## src/hw/rtl/hsv2rgb_pkg.sv

```systemverilog
// ---------------------------------------------------------------------------
// hsv2rgb_pkg
// Shared types and constants of the HSV to RGB converter.
// ---------------------------------------------------------------------------
package hsv2rgb_pkg;

  localparam int HUE_W             = 13;
  localparam int CHAN_W            = 8;
  localparam int HUE_FRAC_BITS_DEF = 4;
  localparam int CHAN_MAX          = 255;
  localparam int SEXT_DEG          = 60;
  localparam int TURN_DEG          = 360;

  // floor(V * num / 2^F) never exceeds 255 * 255 * 60
  localparam int Y_W      = 22;
  localparam int P_PROD_W = 16;

  // x / 255 for x < 2^16 as (x * ceil(2^24 / 255)) >> 24
  localparam int P_SHIFT   = 24;
  localparam int P_RECIP_W = 17;
  localparam logic [P_RECIP_W-1:0] P_RECIP =
    P_RECIP_W'(((64'd1 << P_SHIFT) + 64'(CHAN_MAX) - 64'd1) / 64'(CHAN_MAX));

  // y / (255 * 60) for y < 2^22 as (y * ceil(2^36 / 15300)) >> 36
  localparam int QT_DIV     = CHAN_MAX * SEXT_DEG;
  localparam int QT_SHIFT   = 36;
  localparam int QT_RECIP_W = 23;
  localparam logic [QT_RECIP_W-1:0] QT_RECIP =
    QT_RECIP_W'(((64'd1 << QT_SHIFT) + 64'(QT_DIV) - 64'd1) / 64'(QT_DIV));

  typedef enum logic [2:0] {
    SEXT_R_TO_Y = 3'd0,
    SEXT_Y_TO_G = 3'd1,
    SEXT_G_TO_C = 3'd2,
    SEXT_C_TO_B = 3'd3,
    SEXT_B_TO_M = 3'd4,
    SEXT_M_TO_R = 3'd5
  } sextant_t;

  typedef struct packed {
    logic [HUE_W-1:0]  hue;
    logic [CHAN_W-1:0] saturation;
    logic [CHAN_W-1:0] brightness;
  } hsv_t;

  typedef struct packed {
    logic [CHAN_W-1:0] red;
    logic [CHAN_W-1:0] green;
    logic [CHAN_W-1:0] blue;
  } rgb_t;

endpackage

```

## src/hw/rtl/hsv_to_rgb_converter.sv

```systemverilog
// ---------------------------------------------------------------------------
// hsv_to_rgb_converter
// HSV to 8-bit RGB pixel converter, fully pipelined.
// ---------------------------------------------------------------------------
// Usage notes:
//  - Input channel hsv_valid / hsv_stall / hsv carries one pixel word: hue in
//    1/2^HUE_FRAC_BITS degree units, saturation and brightness as x/255.
//  - Output channel rgb_valid / rgb_stall / rgb carries one RGB word per pixel.
//  - A word moves on a rising edge with valid high and stall low.
//  - Throughput: one word per cycle, sustained while rgb_stall is low.
//  - Seven registered stages lie between input acceptance and rgb_valid:
//    hue wrap, sextant split, products, numerators, V scaling, division by
//    reciprocal, channel routing. The output stage is a register.
//  - Each stage holds its own valid bit; an empty stage fills even while the
//    output is stalled, so bubbles close up. hsv_stall rises only when all
//    seven stages are full and rgb_stall is high.
//  - Hues of a full turn or more are taken as zero; zero saturation gives
//    grey by the same arithmetic (p = q = t = brightness).
//  - Synchronous reset empties the pipeline; no word is in flight after it.
// ---------------------------------------------------------------------------
module hsv_to_rgb_converter #(
  parameter int HUE_FRAC_BITS = hsv2rgb_pkg::HUE_FRAC_BITS_DEF
) (
  input  logic              clk,
  input  logic              rst,
  input  logic              hsv_valid,
  output logic              hsv_stall,
  input  hsv2rgb_pkg::hsv_t hsv,
  output logic              rgb_valid,
  input  logic              rgb_stall,
  output hsv2rgb_pkg::rgb_t rgb
);

  localparam int REM_W = $clog2(hsv2rgb_pkg::SEXT_DEG << HUE_FRAC_BITS);

  // sector -> multiply
  logic                             sec_valid, sec_stall;
  hsv2rgb_pkg::sextant_t            sec_sext;
  logic [REM_W-1:0]                 sec_rem;
  logic [hsv2rgb_pkg::CHAN_W-1:0]   sec_sat, sec_bri;

  // multiply -> scale
  logic                             mul_valid, mul_stall;
  hsv2rgb_pkg::sextant_t            mul_sext;
  logic [hsv2rgb_pkg::CHAN_W-1:0]   mul_bri;
  logic [hsv2rgb_pkg::P_PROD_W-1:0] mul_p;
  logic [hsv2rgb_pkg::Y_W-1:0]      mul_q, mul_t;

  hsv2rgb_sector #(.HUE_FRAC_BITS(HUE_FRAC_BITS)) u_sector (
    .clk       (clk),
    .rst       (rst),
    .in_valid  (hsv_valid),
    .in_stall  (hsv_stall),
    .in_word   (hsv),
    .out_valid (sec_valid),
    .out_stall (sec_stall),
    .out_sext  (sec_sext),
    .out_rem   (sec_rem),
    .out_sat   (sec_sat),
    .out_bri   (sec_bri)
  );

  hsv2rgb_mult #(.HUE_FRAC_BITS(HUE_FRAC_BITS)) u_mult (
    .clk       (clk),
    .rst       (rst),
    .in_valid  (sec_valid),
    .in_stall  (sec_stall),
    .in_sext   (sec_sext),
    .in_rem    (sec_rem),
    .in_sat    (sec_sat),
    .in_bri    (sec_bri),
    .out_valid (mul_valid),
    .out_stall (mul_stall),
    .out_sext  (mul_sext),
    .out_bri   (mul_bri),
    .out_p     (mul_p),
    .out_q     (mul_q),
    .out_t     (mul_t)
  );

  // final two stages; rgb is driven straight from the output register
  hsv2rgb_scale u_scale (
    .clk       (clk),
    .rst       (rst),
    .in_valid  (mul_valid),
    .in_stall  (mul_stall),
    .in_sext   (mul_sext),
    .in_bri    (mul_bri),
    .in_p      (mul_p),
    .in_q      (mul_q),
    .in_t      (mul_t),
    .out_valid (rgb_valid),
    .out_stall (rgb_stall),
    .out_word  (rgb)
  );

endmodule

```

## src/hw/rtl/hsv2rgb_sector.sv

```systemverilog
// ---------------------------------------------------------------------------
// hsv2rgb_sector
// Two stages: hue wrap at a full turn, then sextant and remainder in it.
// ---------------------------------------------------------------------------
module hsv2rgb_sector #(
  parameter int HUE_FRAC_BITS = hsv2rgb_pkg::HUE_FRAC_BITS_DEF,
  localparam int REM_W = $clog2(hsv2rgb_pkg::SEXT_DEG << HUE_FRAC_BITS)
) (
  input  logic                              clk,
  input  logic                              rst,
  input  logic                              in_valid,
  output logic                              in_stall,
  input  hsv2rgb_pkg::hsv_t                 in_word,
  output logic                              out_valid,
  input  logic                              out_stall,
  output hsv2rgb_pkg::sextant_t             out_sext,
  output logic [REM_W-1:0]                  out_rem,
  output logic [hsv2rgb_pkg::CHAN_W-1:0]    out_sat,
  output logic [hsv2rgb_pkg::CHAN_W-1:0]    out_bri
);

  localparam logic [31:0] SEXT_UNITS = 32'(hsv2rgb_pkg::SEXT_DEG) << HUE_FRAC_BITS;
  localparam logic [31:0] FULL_TURN  = 32'(hsv2rgb_pkg::TURN_DEG) << HUE_FRAC_BITS;
  localparam logic [31:0] BOUND_2    = SEXT_UNITS * 32'd2;
  localparam logic [31:0] BOUND_3    = SEXT_UNITS * 32'd3;
  localparam logic [31:0] BOUND_4    = SEXT_UNITS * 32'd4;
  localparam logic [31:0] BOUND_5    = SEXT_UNITS * 32'd5;

  logic                             wrap_valid;
  logic [hsv2rgb_pkg::HUE_W-1:0]    wrap_hue;
  logic [hsv2rgb_pkg::CHAN_W-1:0]   wrap_sat;
  logic [hsv2rgb_pkg::CHAN_W-1:0]   wrap_bri;
  logic                             wrap_adv;
  logic                             sect_adv;
  logic [31:0]                      hue_x;
  logic [31:0]                      base;
  logic [31:0]                      rem_full;
  hsv2rgb_pkg::sextant_t            sext_next;

  assign sect_adv = !out_valid || !out_stall;
  assign wrap_adv = !wrap_valid || sect_adv;
  assign in_stall = !wrap_adv;

  // stage 1: hue of a full turn or more folds to zero
  always_ff @(posedge clk) begin
    if (rst) begin
      wrap_valid <= 1'b0;
    end else if (wrap_adv) begin
      wrap_valid <= in_valid;
    end
  end

  always_ff @(posedge clk) begin
    if (wrap_adv && in_valid) begin
      wrap_hue <= (32'(in_word.hue) >= FULL_TURN) ? '0 : in_word.hue;
      wrap_sat <= in_word.saturation;
      wrap_bri <= in_word.brightness;
    end
  end

  // stage 2: sextant by parallel compares, remainder by one subtract
  always_comb begin
    hue_x = 32'(wrap_hue);
    if (hue_x >= BOUND_5) begin
      sext_next = hsv2rgb_pkg::SEXT_M_TO_R;
      base      = BOUND_5;
    end else if (hue_x >= BOUND_4) begin
      sext_next = hsv2rgb_pkg::SEXT_B_TO_M;
      base      = BOUND_4;
    end else if (hue_x >= BOUND_3) begin
      sext_next = hsv2rgb_pkg::SEXT_C_TO_B;
      base      = BOUND_3;
    end else if (hue_x >= BOUND_2) begin
      sext_next = hsv2rgb_pkg::SEXT_G_TO_C;
      base      = BOUND_2;
    end else if (hue_x >= SEXT_UNITS) begin
      sext_next = hsv2rgb_pkg::SEXT_Y_TO_G;
      base      = SEXT_UNITS;
    end else begin
      sext_next = hsv2rgb_pkg::SEXT_R_TO_Y;
      base      = '0;
    end
    rem_full = hue_x - base;
  end

  always_ff @(posedge clk) begin
    if (rst) begin
      out_valid <= 1'b0;
    end else if (sect_adv) begin
      out_valid <= wrap_valid;
    end
  end

  always_ff @(posedge clk) begin
    if (sect_adv && wrap_valid) begin
      out_sext <= sext_next;
      out_rem  <= rem_full[REM_W-1:0];
      out_sat  <= wrap_sat;
      out_bri  <= wrap_bri;
    end
  end

endmodule

```

## src/hw/rtl/hsv2rgb_mult.sv

```systemverilog
// ---------------------------------------------------------------------------
// hsv2rgb_mult
// Three stages forming the p, q and t numerators scaled by brightness.
// ---------------------------------------------------------------------------
module hsv2rgb_mult #(
  parameter int HUE_FRAC_BITS = hsv2rgb_pkg::HUE_FRAC_BITS_DEF,
  localparam int REM_W = $clog2(hsv2rgb_pkg::SEXT_DEG << HUE_FRAC_BITS)
) (
  input  logic                                clk,
  input  logic                                rst,
  input  logic                                in_valid,
  output logic                                in_stall,
  input  hsv2rgb_pkg::sextant_t               in_sext,
  input  logic [REM_W-1:0]                    in_rem,
  input  logic [hsv2rgb_pkg::CHAN_W-1:0]      in_sat,
  input  logic [hsv2rgb_pkg::CHAN_W-1:0]      in_bri,
  output logic                                out_valid,
  input  logic                                out_stall,
  output hsv2rgb_pkg::sextant_t               out_sext,
  output logic [hsv2rgb_pkg::CHAN_W-1:0]      out_bri,
  output logic [hsv2rgb_pkg::P_PROD_W-1:0]    out_p,
  output logic [hsv2rgb_pkg::Y_W-1:0]         out_q,
  output logic [hsv2rgb_pkg::Y_W-1:0]         out_t
);

  localparam int SEXT_UNITS = hsv2rgb_pkg::SEXT_DEG << HUE_FRAC_BITS;
  localparam int DEN        = hsv2rgb_pkg::CHAN_MAX * SEXT_UNITS;
  localparam int DEN_W      = $clog2(DEN + 1);
  localparam int CREM_W     = $clog2(SEXT_UNITS + 1);
  localparam int SR_W       = hsv2rgb_pkg::CHAN_W + REM_W;
  localparam int SC_W       = hsv2rgb_pkg::CHAN_W + CREM_W;
  localparam int QP_W       = hsv2rgb_pkg::CHAN_W + DEN_W;

  logic                             prod_adv, num_adv, scl_adv;
  logic                             prod_valid, num_valid;
  hsv2rgb_pkg::sextant_t            prod_sext, num_sext;
  logic [hsv2rgb_pkg::CHAN_W-1:0]   prod_bri, num_bri;
  logic [hsv2rgb_pkg::P_PROD_W-1:0] prod_p, num_p;
  logic [SR_W-1:0]                  prod_srem;
  logic [SC_W-1:0]                  prod_screm;
  logic [DEN_W-1:0]                 num_q, num_t;
  logic [CREM_W-1:0]                crem;
  logic [QP_W-1:0]                  q_full, t_full;

  assign scl_adv  = !out_valid || !out_stall;
  assign num_adv  = !num_valid || scl_adv;
  assign prod_adv = !prod_valid || num_adv;
  assign in_stall = !prod_adv;

  assign crem = CREM_W'(32'(SEXT_UNITS) - 32'(in_rem));

  // stage 1: S*rem, S*(W-rem) and V*(255-S)
  always_ff @(posedge clk) begin
    if (rst) begin
      prod_valid <= 1'b0;
    end else if (prod_adv) begin
      prod_valid <= in_valid;
    end
  end

  always_ff @(posedge clk) begin
    if (prod_adv && in_valid) begin
      prod_srem  <= SR_W'(in_sat) * SR_W'(in_rem);
      prod_screm <= SC_W'(in_sat) * SC_W'(crem);
      prod_p     <= hsv2rgb_pkg::P_PROD_W'(in_bri) *
                    (hsv2rgb_pkg::P_PROD_W'(hsv2rgb_pkg::CHAN_MAX) -
                     hsv2rgb_pkg::P_PROD_W'(in_sat));
      prod_sext  <= in_sext;
      prod_bri   <= in_bri;
    end
  end

  // stage 2: numerators against 255*W, never negative
  always_ff @(posedge clk) begin
    if (rst) begin
      num_valid <= 1'b0;
    end else if (num_adv) begin
      num_valid <= prod_valid;
    end
  end

  always_ff @(posedge clk) begin
    if (num_adv && prod_valid) begin
      num_q    <= DEN_W'(DEN) - DEN_W'(prod_srem);
      num_t    <= DEN_W'(DEN) - DEN_W'(prod_screm);
      num_p    <= prod_p;
      num_sext <= prod_sext;
      num_bri  <= prod_bri;
    end
  end

  // stage 3: scale by V and drop the hue fraction bits
  assign q_full = QP_W'(num_bri) * QP_W'(num_q);
  assign t_full = QP_W'(num_bri) * QP_W'(num_t);

  always_ff @(posedge clk) begin
    if (rst) begin
      out_valid <= 1'b0;
    end else if (scl_adv) begin
      out_valid <= num_valid;
    end
  end

  always_ff @(posedge clk) begin
    if (scl_adv && num_valid) begin
      out_q    <= hsv2rgb_pkg::Y_W'(q_full >> HUE_FRAC_BITS);
      out_t    <= hsv2rgb_pkg::Y_W'(t_full >> HUE_FRAC_BITS);
      out_p    <= num_p;
      out_sext <= num_sext;
      out_bri  <= num_bri;
    end
  end

endmodule

```

## src/hw/rtl/hsv2rgb_scale.sv

```systemverilog
// ---------------------------------------------------------------------------
// hsv2rgb_scale
// Constant division by reciprocal multiply, then routing to the channels.
// ---------------------------------------------------------------------------
module hsv2rgb_scale (
  input  logic                              clk,
  input  logic                              rst,
  input  logic                              in_valid,
  output logic                              in_stall,
  input  hsv2rgb_pkg::sextant_t             in_sext,
  input  logic [hsv2rgb_pkg::CHAN_W-1:0]    in_bri,
  input  logic [hsv2rgb_pkg::P_PROD_W-1:0]  in_p,
  input  logic [hsv2rgb_pkg::Y_W-1:0]       in_q,
  input  logic [hsv2rgb_pkg::Y_W-1:0]       in_t,
  output logic                              out_valid,
  input  logic                              out_stall,
  output hsv2rgb_pkg::rgb_t                 out_word
);

  localparam int PM_W = hsv2rgb_pkg::P_PROD_W + hsv2rgb_pkg::P_RECIP_W;
  localparam int QM_W = hsv2rgb_pkg::Y_W + hsv2rgb_pkg::QT_RECIP_W;

  logic                           quo_adv, rt_adv;
  logic                           quo_valid;
  hsv2rgb_pkg::sextant_t          quo_sext;
  logic [hsv2rgb_pkg::CHAN_W-1:0] quo_v, quo_p, quo_q, quo_t;
  logic [PM_W-1:0]                p_mul;
  logic [QM_W-1:0]                q_mul, t_mul;
  hsv2rgb_pkg::rgb_t              route;

  assign rt_adv   = !out_valid || !out_stall;
  assign quo_adv  = !quo_valid || rt_adv;
  assign in_stall = !quo_adv;

  assign p_mul = PM_W'(in_p) * PM_W'(hsv2rgb_pkg::P_RECIP);
  assign q_mul = QM_W'(in_q) * QM_W'(hsv2rgb_pkg::QT_RECIP);
  assign t_mul = QM_W'(in_t) * QM_W'(hsv2rgb_pkg::QT_RECIP);

  // stage 1: quotients, each known to fit in a byte
  always_ff @(posedge clk) begin
    if (rst) begin
      quo_valid <= 1'b0;
    end else if (quo_adv) begin
      quo_valid <= in_valid;
    end
  end

  always_ff @(posedge clk) begin
    if (quo_adv && in_valid) begin
      quo_p    <= p_mul[hsv2rgb_pkg::P_SHIFT +: hsv2rgb_pkg::CHAN_W];
      quo_q    <= q_mul[hsv2rgb_pkg::QT_SHIFT +: hsv2rgb_pkg::CHAN_W];
      quo_t    <= t_mul[hsv2rgb_pkg::QT_SHIFT +: hsv2rgb_pkg::CHAN_W];
      quo_v    <= in_bri;
      quo_sext <= in_sext;
    end
  end

  // stage 2: route V, P, Q, T by sextant
  always_comb begin
    case (quo_sext)
      hsv2rgb_pkg::SEXT_R_TO_Y: route = '{red: quo_v, green: quo_t, blue: quo_p};
      hsv2rgb_pkg::SEXT_Y_TO_G: route = '{red: quo_q, green: quo_v, blue: quo_p};
      hsv2rgb_pkg::SEXT_G_TO_C: route = '{red: quo_p, green: quo_v, blue: quo_t};
      hsv2rgb_pkg::SEXT_C_TO_B: route = '{red: quo_p, green: quo_q, blue: quo_v};
      hsv2rgb_pkg::SEXT_B_TO_M: route = '{red: quo_t, green: quo_p, blue: quo_v};
      hsv2rgb_pkg::SEXT_M_TO_R: route = '{red: quo_v, green: quo_p, blue: quo_q};
      default:                  route = '{red: quo_v, green: quo_p, blue: quo_q};
    endcase
  end

  always_ff @(posedge clk) begin
    if (rst) begin
      out_valid <= 1'b0;
    end else if (rt_adv) begin
      out_valid <= quo_valid;
    end
  end

  always_ff @(posedge clk) begin
    if (rt_adv && quo_valid) begin
      out_word <= route;
    end
  end

endmodule

```

## config.mk

```make
export PLATFORM = sky130hd
export DESIGN_NAME = hsv_to_rgb_converter
export DESIGN_NICKNAME = d
export VERILOG_FILES = /design/src/hw/rtl/hsv2rgb_pkg.sv /design/src/hw/rtl/hsv_to_rgb_converter.sv /design/src/hw/rtl/hsv2rgb_sector.sv /design/src/hw/rtl/hsv2rgb_mult.sv /design/src/hw/rtl/hsv2rgb_scale.sv
export SDC_FILE = /design/constraint.sdc
export NUM_CORES = 2
export LEC_CHECK = 0
export BUFFER_PORTS_ARGS = -buffer_cell sky130_fd_sc_hd__buf_2
export CELL_PAD_IN_SITES_DETAIL_PLACEMENT = 1
export CELL_PAD_IN_SITES_GLOBAL_PLACEMENT = 1
export CORE_ASPECT_RATIO = 1.25
export CORE_MARGIN = 1
export CORE_UTILIZATION = 35
export CTS_CLUSTER_SIZE = 10
export DETAILED_ROUTE_END_ITERATION = 12
export GPL_ROUTABILITY_DRIVEN = 0
export PLACE_DENSITY_LB_ADDON = 0.2
export SYNTH_ARGS = -nofsm -noshare
export SYNTH_HDL_FRONTEND = slang
export SYNTH_HIERARCHICAL = 1
export SYNTH_SLANG_ARGS = --single-unit
```

## constraint.sdc

```tcl
create_clock -name clk -period 16.9 [get_ports clk]
set_input_delay 0.845 -clock clk [delete_from_list [all_inputs] [get_ports clk]]
set_output_delay 0.845 -clock clk [all_outputs]
set_load 0.03 [all_outputs]
```

Yosys cells after proc, flatten, opt, wreduce, memory -nomap -nowiden
Cells that the tools add are included.
{ "totals": {"ramBits": 0, "reg_bits": 321, "romBits": 0, "out_inout_bits": 26, "elab_cells": 96, "inputBits": 33, "latch_bits": 0, "mem_count": 0} }
{ "classes": {"div_mod_pow": 0, "shifts": 0, "eq_ne": 4, "n_lt_le_gt_ge": 6, "n_mux": 10, "n_reduce_logical": 25, "n_mul": 8, "addsub": 5, "bitwise": 0} }
{ "op_table": {"columns": ["cell", "count"], "rows": [
  ["24-bit case mux with 5 select lines", 1],
  ["22-bit by 22-bit multiplier with 43-bit output, second input constant", 2],
  ["8-bit by 18-bit multiplier with 26-bit output", 2],
  ["10-bit two-way mux", 5],
  ["8-bit by 10-bit multiplier with 18-bit output", 2],
  ["18-bit subtractor, first input constant", 2],
  ["16-bit by 16-bit multiplier with 31-bit output, second input constant", 1],
  ["13-bit by 12-bit greater-or-equal comparator with 1-bit output, second input constant", 2],
  ["13-bit greater-or-equal comparator, second input constant", 2],
  ["8-bit by 16-bit multiplier with 16-bit output", 1],
  ["13-bit by 10-bit greater-or-equal comparator with 1-bit output, second input constant", 1],
  ["13-bit by 11-bit greater-or-equal comparator with 1-bit output, second input constant", 1],
  ["10-bit subtractor", 1],
  ["10-bit subtractor, first input constant", 1],
  ["1-bit zero test", 9],
  ["8-bit by 8-bit subtractor with 9-bit output, first input constant", 1],
  ["1-bit logical AND", 7],
  ["1-bit logical OR", 7],
  ["3-bit by 2-bit equality test with 1-bit output, second input constant", 2],
  ["3-bit two-way mux", 2],
  ["3-bit by 1-bit equality test with 1-bit output, second input constant", 1],
  ["3-bit equality test, second input constant", 1],
  ["3-bit zero test", 1],
  ["1-bit two-way mux", 2],
  ["2-bit OR reduction", 1]
]} }

Depth between registers and ports, before layout
{ "logic_depth": {"depth_word": 9, "ltp_mapped": 21, "depth_no_buf": 20} }

Modules after synthesis
The synthesis kept the hierarchy.
{ "modules_own_cells": {"columns": ["module", "area_per_inst_um2", "instances", "cells_each", "seq_area_each_um2"], "rows": [
  ["hsv2rgb_mult", 23024.6, 1, 2254, 5915.7],
  ["hsv2rgb_scale", 16206.8, 1, 1499, 1811.7],
  ["hsv2rgb_sector", 2230.9, 1, 125, 1781.7]
]} }

Worst setup path after synthesis
OpenSTA, ideal clock, no wires.
{ "synth_path": {"path_type": "input -> register", "start": "in rgb_stall", "end": "reg u_mult/out_bri[0] (netlist bit) (enable)", "n_path_buf": 0, "t_required_ns": 16.291, "t_arrival_ns": 6.235, "slack_ns": 10.056, "path_stages": 2, "setup_time_ns": 0.609, "path_cell_list": "and3_1 a21boi_0"} }
{ "synth_between": {"elab_chain_len": 5} }
{ "synth_rtl": {"columns": ["element", "line", "source"], "rows": [
  ["start: declaration", "hsv_to_rgb_converter.sv:30", "input logic rgb_stall,"],
  ["1-bit zero test", "hsv2rgb_scale.sv:31", "assign rt_adv = !out_valid || !out_stall;"],
  ["1-bit logical OR", "hsv2rgb_scale.sv:31", null],
  ["1-bit logical OR", "hsv2rgb_scale.sv:32", "assign quo_adv = !quo_valid || rt_adv;"],
  ["1-bit logical OR", "hsv2rgb_mult.sv:45", "assign scl_adv = !out_valid || !out_stall;"],
  ["1-bit logical AND", "hsv2rgb_mult.sv:105", "if (scl_adv && num_valid) begin"],
  ["end signal: assignment", "hsv2rgb_mult.sv:110", "out_bri <= num_bri;"],
  ["end: declaration", "hsv2rgb_mult.sv:20", "output logic [hsv2rgb_pkg::CHAN_W-1:0] out_bri,"]
]} }
Every way passes these cells.
A chain may end at the register's enable or synchronous reset.

Worst setup path after layout
{ "layout_path": {"start": "reg u_mult/out_q[13] (netlist bit)", "end": "reg u_scale/quo_q[1] (netlist bit) (data pin)"} }
{ "layout_between": {"elab_chain_len": 1} }
{ "layout_rtl": {"columns": ["element", "line", "source"], "rows": [
  ["start: declaration", "hsv2rgb_mult.sv:22", "output logic [hsv2rgb_pkg::Y_W-1:0] out_q,"],
  ["start signal: assignment", "hsv2rgb_mult.sv:106", "out_q <= hsv2rgb_pkg::Y_W'(q_full >> HUE_FRAC_BITS);"],
  ["22-bit by 22-bit multiplier with 43-bit output", "hsv2rgb_scale.sv:36", "assign q_mul = QM_W'(in_q) * QM_W'(hsv2rgb_pkg::QT_RECIP);"],
  ["named net u_scale.q_mul[37]", "hsv2rgb_scale.sv:28", "logic [QM_W-1:0] q_mul, t_mul;"],
  ["end signal: assignment", "hsv2rgb_scale.sv:51", "quo_q <= q_mul[hsv2rgb_pkg::QT_SHIFT +: hsv2rgb_pkg::CHAN_W];"],
  ["end: declaration", "hsv2rgb_scale.sv:26", "logic [hsv2rgb_pkg::CHAN_W-1:0] quo_v, quo_p, quo_q, quo_t;"]
]} }
The timed path passes the listed nets, and every way through them passes these cells.

==> impl_metrics.toml <==
[routing]
vias_per_cell = 4.84
drtPass1Iterations = 4
postRouteAntennaNets = 0
wl_per_cell_um = 17.2
vias = 26700
drtIter0Drc = 864
drt_wl_total_um = 94600
drc_errors = 0

[sta]
skew_ns = 0.0550
slew_headroom_pct = 28.5
setup_tns_ns = 0
rsz0062_at_grt = "false"
setup_violations = 0
drv_slew = 0
hold_viol_final = 0
final.period_utilization_pct = 37.7
max_freq_mhz = 157
min_period_ns = 6.37
tightest_slew_ns = 1.07

[synth]
avgSynthCellArea_um2 = 10.7
seq_area_frac_synth_pct = 22.9
yosys.area.top_type = "fa_1"
synth_top_area_share_pct = 26.6
synth.area.top_cells = "fa_1 27%, edfxtp_1 23%, ha_1 20%"
synth_edf_count = 312
synth_most_common_cell = "inv_1"
post_synth_instance_area_um2 = 41500
ys_async_sr_fraction_pct = 0
synth_cell_types = 91
ys_ff_latch = 319
synthCells = 3878
synth_flop_cell = "edfxtp_1"
synth_nets = 5138
yosysWarningCount = 6
synth_common_cells = "733 x inv_1, 676 x ha_1, 551 x fa_1"

[global_route]
grt_max_degree = 63
met2_usage_pct = 30.1
grt_usage_pct = 16.2
antenna_found_initial = 0
globalRouteOverflowTotal = 0
grt_use_met1_pct = 19.8
grt_pass1_wl_um = 155000
grt_busiest_layer = "met2"
use_met3_pct = 1.36
grt_pass1_vias = 29900

[pwr]
pwr-share-clk_pct = 21.6
p_seq_share_pct = 24.8
p_total_mw = 4.02
combPwrFrac_pct = 53.6
internal_power_mw = 2.41
p_per_area_nw_per_um2 = 89.4
p_sw_share_pct = 39.9
switchingPower_mw = 1.60
peakVddDrop_v = 0.0000682
leakagePower_nw = 21.4

[floorplanning]
boundaryPins = 59
rows = 140
design.die.area_um2 = 120000
start_util_pct = 35.4
die-height_um = 387
coreArea_um2 = 117000
die-width_um = 310

[clocking]
clockBufferDepth = 3
cts_setup_buffers = 0
clkTransAtPathRegs_ns = 0.06
postCtsHoldBufs = 0
cts_max_level = 2
cts.sinks = 319
cts_tree = "yes"
cts_resized = 0
root_buffer = "clkbuf_16"
numCtsBuffers = 42
clk_latency_ns = 0.61

[critical_path]
start_kind = "flip-flop"
cp-end-kind = "flip-flop"
path_class = "flip-flop to flip-flop"
cp.required_ns = 17.21
cp.arrival_ns = 6.68
worstPathMaxFanout = 7

[cells_and_area]
final_nets = 5186
design_area_um2 = 44900
syn2layout_area_growth_pct = 8.40
final_util_pct = 38.4
antenna_cells = 0
layout-drive-gt1-share_pct = 4.86

[flow_run]
maxCapViolCount = 0

[place]
io_buffers = 58
placed_cell_area_um2 = 43600
hpwlAfterDp_um = 78900

[worst_hold_path]
hold_path_class = "input port to flip-flop"

[run_status]
status = "completed"
[critical path, cell delays in order (launching register included)]
cell,delay [ns]
edfxtp_1,0.56
ha_1,0.41
fa_1,0.52
inv_1,0.06
fa_1,0.53
inv_1,0.04
ha_1,0.26
inv_1,0.05
fa_1,0.52
inv_1,0.04
fa_1,0.49
fa_1,0.41
ha_1,0.29
o21ai_0,0.17
o21ai_0,0.12
a221o_1,0.38
o41ai_2,0.71
nand3_1,0.27
a21oi_2,0.20
xnor2_1,0.07
[placed cells by master (no fill, tap or decap), types with 49 or more instances in the layout]
cell      synthesis  routed
nor2b_1          53      49
edfxtp_1        312     312
fa_1            551     551
a21oi_1         136     136
a21o_1           55      55
xnor2_1          98      98
and2_1          306     306
ha_1            676     676
nor2_1          128     128
nand2_1         210     210
inv_1           733     733
nand2b_1         50      50
o21ai_0          65      65
buf_2             0      58
[path summary, 6_finish.rpt]
check                           cells after the start  slack (ns)             start                   end
worst min-delay path                                1        0.41            hsv[8]  u_sector/wrap_sat[0]
worst min register to register                      0        0.42  u_mult/prod_p[3]       u_mult/num_p[3]
worst max register to register                     19       10.53  u_mult/out_q[13]      u_scale/quo_q[1]
worst max-delay path                               19       10.53  u_mult/out_q[13]      u_scale/quo_q[1]
[per-stage QoR]
stage | instances | hold slack, ns | setup slack, ns
final | 5514 | 0.412 | 10.53
after global routing | 5514 | 0.374 | 10.19
after CTS | 5514 | 0.358 | 10.44
after detailed placement | 5444 | 0.406 | 10.44
after global placement | 5444 | 0.402 | 10.50
after floorplan | 3878 | 0.400 | 10.06
[routing by layer]
metal	vias up	wire, µm
li1	12800	-
met3	103	1570
met4	0	2260
met2	194	49900
met5	-	0
met1	13500	40900
[power groups by stage]
stage | sequential, mW | clock (mW) | combinational, mW
floorplan | 0.996 | 0 | 1.66
detailed placement | 1.01 | 0 | 2.19
finish | 0.996 | 0.866 | 2.15
CTS | 0.997 | 0.902 | 2.21
global placement | 1.01 | 0 | 2.15
global route | 1.00 | 0.926 | 2.49
[registers in the layout, summed over array words and instances, names as in the netlist, 10 cells and up]
| register | count |
|---|---|
| u_mult/out_t | 22 |
| u_sector/out_rem | 10 |
| u_sector/wrap_hue | 13 |
| u_mult/prod_screm | 17 |
| u_scale/out_word | 24 |
| u_mult/num_t | 17 |
| u_mult/prod_p | 16 |
| u_mult/num_q | 18 |
| u_mult/out_p | 16 |
| u_mult/prod_srem | 18 |
| u_mult/num_p | 16 |
| u_mult/out_q | 22 |
[kinds of logic (layout without fill, tap and decap cells)]
family | count (synthesis) | after routing | synth area share (%)
AOI/OAI and AO/OA | 434 | 434 | 7.09
xor gates and xnor gates | 144 | 144 | 3.04
adders and majority gates | 1227 | 1227 | 47.0
buffers and inverters | 811 | 885 | 7.43
DFF | 319 | 319 | 22.9
muxes | 35 | 35 | 0.872
and+or+nand+nor | 908 | 908 | 11.6
[cell type report]
cell class	count	area [µm²]
Fill cell	13100	72100
Timing Repair Buffer	82	470
Sequential cell	319	9510
Inverter	733	2750
Clock buffer	55	1120
Tap cell	1562	1950
Clock inverter	15	215
Multi-Input combinational cell	2748	28900
Power figures use the tool's default switching activity.
